**config.mk**
```make
export PLATFORM = sky130hd
export DESIGN_NAME = vpt_regs
export DESIGN_NICKNAME = d
export VERILOG_FILES = /design/src/rtl/vpt_pkg.sv /design/src/rtl/vpt_regs.sv
export SDC_FILE = /design/constraint.sdc
export NUM_CORES = 1
export LEC_CHECK = 0
export BUFFER_PORTS_ARGS = -buffer_cell sky130_fd_sc_hd__buf_2
export CELL_PAD_IN_SITES_DETAIL_PLACEMENT = 0
export CELL_PAD_IN_SITES_GLOBAL_PLACEMENT = 2
export CORE_ASPECT_RATIO = 0.5
export CORE_MARGIN = 5
export CORE_UTILIZATION = 33
export DETAILED_ROUTE_END_ITERATION = 6
export PLACE_DENSITY = 0.84
export SYNTH_ARGS = -nofsm -noshare
export SYNTH_HDL_FRONTEND = slang
export SYNTH_SLANG_ARGS = --single-unit
```
**constraint.sdc**
```tcl
create_clock -name clk -period 2.2 [get_ports clk]
set_clock_uncertainty 0.05 [all_clocks]
set_input_delay 0.44 -clock clk [delete_from_list [all_inputs] [get_ports clk]]
set_output_delay 0.44 -clock clk [all_outputs]
set_load 0.01 [all_outputs]
```
**src/rtl/vpt_pkg.sv**
```systemverilog
// Shared constants and types of the vertex perspective transform.
package vpt_pkg;

	// Fixed-point format and datapath widths.
	localparam int FRAC_BITS = 16;
	localparam int Q_W       = 32;
	localparam int PROD_W    = 2 * Q_W;
	localparam int SUM_W     = PROD_W - FRAC_BITS + 2;
	localparam int MAG_W     = SUM_W;

	// Divider layout: quotient bits resolved per stage and stage count.
	localparam int DIV_PER = 2;
	localparam int DIV_ST  = Q_W / DIV_PER;

	// Pipeline stage numbers.
	localparam int ST_MUL  = 1;
	localparam int ST_SUM  = 2;
	localparam int ST_ABS  = 3;
	localparam int ST_FIN  = ST_ABS + DIV_ST + 1;
	localparam int NUM_ST  = ST_FIN;

	// Configuration register file.
	localparam int NUM_REGS  = 8;
	localparam int REG_IDX_W = 3;
	localparam int ADDR_W    = REG_IDX_W + 3;
	localparam int REG_W     = 64;
	localparam logic [REG_W-1:0] ONE_Q = REG_W'(1) << FRAC_BITS;
	localparam logic [REG_W-1:0] REG_RESET [NUM_REGS] = '{
		ONE_Q << Q_W, '0, ONE_Q, '0, '0, ONE_Q << Q_W, '0, ONE_Q
	};

	typedef logic signed [Q_W-1:0] coord_t;
	typedef logic [3:0][3:0][Q_W-1:0] mat_t;
	typedef logic signed [SUM_W-1:0] sum_t;
	typedef logic [NUM_ST:1] stage_en_t;

endpackage

```
**src/rtl/vpt_regs.sv**
```systemverilog
// APB register file holding the 4x4 transform matrix.
module vpt_regs import vpt_pkg::*; (
	input  logic              clk,
	input  logic              arst_n,
	input  logic              psel,
	input  logic              penable,
	input  logic              pwrite,
	input  logic [ADDR_W-1:0] paddr,
	input  logic [REG_W-1:0]  pwdata,
	output logic [REG_W-1:0]  prdata,
	output mat_t              mat
);

	logic [REG_W-1:0]     regs_q [NUM_REGS];
	logic [REG_IDX_W-1:0] idx;

	assign idx = paddr[ADDR_W-1:3];

	// Registers are written in the access phase of a write.
	always_ff @(posedge clk or negedge arst_n) begin
		if (!arst_n) begin
			for (int i = 0; i < NUM_REGS; i++) regs_q[i] <= REG_RESET[i];
		end else if (psel && penable && pwrite) begin
			regs_q[idx] <= pwdata;
		end
	end

	assign prdata = regs_q[idx];

	// Each row spans two registers, upper half first.
	always_comb begin
		for (int r = 0; r < 4; r++) begin
			mat[r][0] = regs_q[2*r][REG_W-1:Q_W];
			mat[r][1] = regs_q[2*r][Q_W-1:0];
			mat[r][2] = regs_q[2*r+1][REG_W-1:Q_W];
			mat[r][3] = regs_q[2*r+1][Q_W-1:0];
		end
	end

endmodule

```
[Word-level counts from Yosys, hierarchy flattened]
Cells that the tools add are included.
W data, S select, Z words.
Cells by class
  multiplexer cells: 6
  reductions and logical operators: 3
  bitwise operators: 1
  magnitude comparators: 2
Operator list (count)
  $bwmux W512: 1
  $bmux W64 S3: 1
  $demux W64 S3: 1
  $mux W64: 3
  $ge A4 B4 Y1 const B: 1
  $lt A4 B1 Y1 const B: 1
  $not A3 Y4: 1
  $logic_and A1 B1 Y1: 3
Storage, ports and cells
  register bits: 512
  logic and storage cells: 20
  output and inout port bits: 576
  bits of input ports: 75

[Longest topological paths before layout]
  depth after elaboration: 6
  depth in mapped cells: 6
  mapped depth without buffers: 3

[Worst setup path before layout]
Ideal clock, no wire load.
  path kind: input to output
  start: input paddr[3]
  end: output prdata[0]
  arrival: 1.863 ns
  stages on the path: 5
  buffers on the path: 3
  setup slack: -0.153 ns
  data required time: 1.710 ns
  path through: buf_2 buf_2 buf_2 mux4_2 mux2_2
On the way
  word-level cells in the longest chain between the ends: 4
RTL lines
  start, declared: line vpt_regs.sv:8  | input logic [ADDR_W-1:0] paddr,
  $not A3 Y4 (implied by the code): line vpt_regs.sv:28  | assign prdata = regs_q[idx];
  $bmux W64 S3: line vpt_regs.sv:28
  $mux W64 (implied by the code) (2 in series): line vpt_regs.sv:28
  end, declared: line vpt_regs.sv:10  | output logic [REG_W-1:0] prdata,
No other way between the ends. The select of a mux whose other input is x is not followed.

[Worst setup path in the final report]
  start: register regs_q (netlist bit mat[195])
  end: output prdata[35]
On the way
  word-level cells in the longest chain between the ends: 3
RTL lines
  start, declared: line vpt_regs.sv:14  | logic [REG_W-1:0] regs_q [NUM_REGS];
  start signal, assigned by index: line vpt_regs.sv:24  | regs_q[idx] <= pwdata;
  $bmux W64 S3: line vpt_regs.sv:28
  $mux W64 (implied by the code) (2 in series): line vpt_regs.sv:28
No other way between the ends. The select of a mux whose other input is x is not followed.

==> impl_results.md <==
- Critical-path cell list: mux4_2, mux2_4, buf_6
- Total Routing Usage GR: between 20% and 30%
- Syn avg cell area: 17.2 sq um
- Worst-case clock buffer depth: 3
- Pre-CTS setup slack: -225 ps
- Final period utilization: 110%
- Hold Startpoint: pwdata[52]
- Hold Crit Depth: 2
- Initial antenna violation count: 10
- Detailed placement HPWL: around 58 mm
- Reg2Reg Capture Point: mat[408]$_DFFE_PN0P_
- Initial Util: between 30% and 40%
- First-pass GRT wire length: ~120 mm
- Routed vias/inst: roughly 5.1
- Hold EP: mat[276]$_DFFE_PN0P_
- Seq/Total Area, Yosys: a little under three fifths
- CTS root buffer: clkbuf_16
- Min-Delay Path Class: in -> reg
- Delay-heaviest family, CP: multiplexers
- Crit path DAT: between 1500 and 2000 ps
- Mapped Area: roughly 23000 sq um
- Row count: 68
- DRC violations left: 0
- Worst Path Required: between 1500 and 2000 ps
- Vias: 16560
- Actual slew at the worst max-slew pin: about 500 ps
- Reg2reg start: mat[408]$_DFFE_PN0P_
- Post-synthesis cell count: 1322
- Library cells used by synthesis: 23
- R2R depth: 3
- RSZ-0062 raised after global routing: true
- Fraction of layout cells with a size suffix above 1: between 70% and 80%
- Slowest stage delay, CP: ~540 ps
- Antenna-violating nets left: 0
- Max reg flops: about 500
- Clock sinks: 512
- Violated checks: negative setup slack
- Count of input and output buffers: around 650
- Number of setup violations in the final report: between 60 and 70
- GPL Wtd Cong: 0.874
- Fin nets: 2375
- DR pass1 iterations: 5
- Vias in the first global route: around 18000
- Crit start category: flip-flop
- Area grow syn2layout: 42.5%
- Yosys Warn Count: 0
- PD cells: approximately 1000 nW/um^2
- Width of the chip: ~380 microns
- R2R setup slack: about 1100 ps
- Worst-skew pair later-pin latency: ~570 ps
- Worst setup EP type: primary output
- Crit Path Max Fanout: 2
- Core area: slightly below 70000 sq um
- Total grt overflow: 0
- Die area: between 70000 and 80000 sq um
- Status: finished with violations
- Pin count of the biggest net entering global routing: 93
- Min cycle time layout: between 2000 and 2500 ps
- Power consumption: roughly 32000 uW
- WL/cell: around 26 microns
- Final WS setup: -218 ps
- Master of the slowest instance on the critical path: mux4_2
- Fmax: 414 MHz
- H-tree depth: 2
- Max-slew violations: 0
- Lkg Pwr: 0.0161 uW
- Initial DRC Count: around 940
- Net Count, Synth: 1397
- Max Cap Viol: 0
- Final hold slack: approximately 150 ps
- Io pins: about 650
- Setup tns final: -8450 ps
- TritonCTS clock tree: done
- Crit path buf inv count: 1
- WS Path Type: reg -> out
- Rel. slew slack: between 60% and 70%
- Clock Pin Slew Worst Setup and Hold Paths: about 70 ps
- Register bit total from synthesis: approximately 500
- Die Height: 196 microns
- Final hold violations: 0
- CTS Buf Count: 50
- VDD IR max: roughly 0.50 mV
- Routed WL: ~86 mm
-- layout by cell type (no fill, tap or decap), types with 2 or more instances in the layout --
cell,netlist,layout
nand2b_1,2,2
nor3_4,2,2
buf_2,65,580
buf_6,0,64
diode_2,0,10
clkinv_2,0,12
clkbuf_1,17,11
nor2_4,0,6
buf_16,0,4
dfstp_2,4,4
mux4_2,126,126
mux2_4,0,52
mux2_2,547,495
mux2_1,28,28
clkbuf_8,0,9
dfrtp_2,0,9
buf_12,0,40
bufinv_16,0,4
clkbuf_16,0,53
dfrtp_1,508,499
buf_4,0,322
mux2i_1,2,2
-- synth_stat cells --
cell type | count | share of area [%]
o32a_1 | 1 | 0.044
buf_2 | 65 | 1.4
a31oi_1 | 1 | 0.028
buf_1 | 4 | 0.066
and2_1 | 1 | 0.028
mux2_1 | 28 | 1.4
nor2_2 | 6 | 0.17
clkbuf_1 | 17 | 0.28
nor4bb_1 | 1 | 0.044
mux2i_1 | 2 | 0.088
o211ai_1 | 1 | 0.033
nand2_1 | 1 | 0.016
nand4b_4 | 1 | 0.10
dfstp_2 | 4 | 0.46
mux2_2 | 547 | 27
dfrtp_1 | 508 | 56
nand2b_1 | 2 | 0.055
nand4_2 | 1 | 0.055
mux4_2 | 126 | 12
nor3_4 | 2 | 0.14
a22oi_1 | 1 | 0.033
inv_1 | 1 | 0.016
nor2_1 | 1 | 0.016
-- final cells by class --
type	count	area [sq um]
antenna	10	25.0
clock buffer	73	1490
clock inverter	17	189
fill	6046	36200
inverter	1	3.75
multi-input combinational	723	9730
sequential	512	12800
tap	910	1140
timing repair buffer	1012	6980
-- worst max path at each step --
| stage | start | depth (start not counted) | endpoint | slack [ps] |
|---|---|---|---|---|
| after floorplan | paddr[3] | 5 | prdata[0] | 0.8 |
| after global placement | paddr[3] | 5 | prdata[4] | -210 |
| after detailed placement | paddr[3] | 5 | prdata[4] | -230 |
| after CTS | mat[131]$_DFFE_PN0P_ | 3 | prdata[35] | -250 |
| after global routing | mat[67]$_DFFE_PN0P_ | 3 | prdata[35] | -280 |
| final | mat[195]$_DFFE_PN0P_ | 3 | prdata[35] | -220 |
-- where the power goes --
part           switching [uW]  leakage, uW  internal, uW  total (uW)
clock network            3780     0.000838          5160        8940
logic                    4750      0.00876          5680       10400
registers                1290      0.00652         11300       12600
-- metrics by stage --
stage | cells | cell area [sq um] | utilization, %
floorplan | 1322 | 22800 | -
global placement | 2864 | 27800 | 40.6
detailed placement | 2864 | 27800 | 40.6
CTS | 3211 | 32000 | 46.7
global route | 3258 | 32400 | 47.2
finish | 3258 | 32400 | 47.2
-- layer usage --
metal  global-route usage (%)  up-vias  wire (microns)
li1                         -     6977               -
met1                     25.3     8772           31600
met2                     38.5      526           43400
met3                     3.80      285            3360
met4                     15.3        0            7210
met5                        0        -               0
-- kinds of logic after synthesis --
| group | Yosys count | synth area share, % |
|---|---|---|
| AO/OA/AOI/OAI | 4 | 0.138 |
| buffers and inverters | 87 | 1.79 |
| flip-flops | 512 | 56.4 |
| multiplexers | 703 | 41.1 |
| AND/OR/NAND/NOR | 16 | 0.627 |
-- what timing repair did --
action / 4_1_cts / 5_1_grt
endpoints found under the hold margin: 22 / 0
pin swaps: 0 / 0
gates cloned: 1 / 0
buffers inserted: 255 / 37
resized for setup: 147 / 10
hold buffers: 1 / 0
endpoints found under the setup margin: 63 / 64
(Power assumes the default switching activity.)
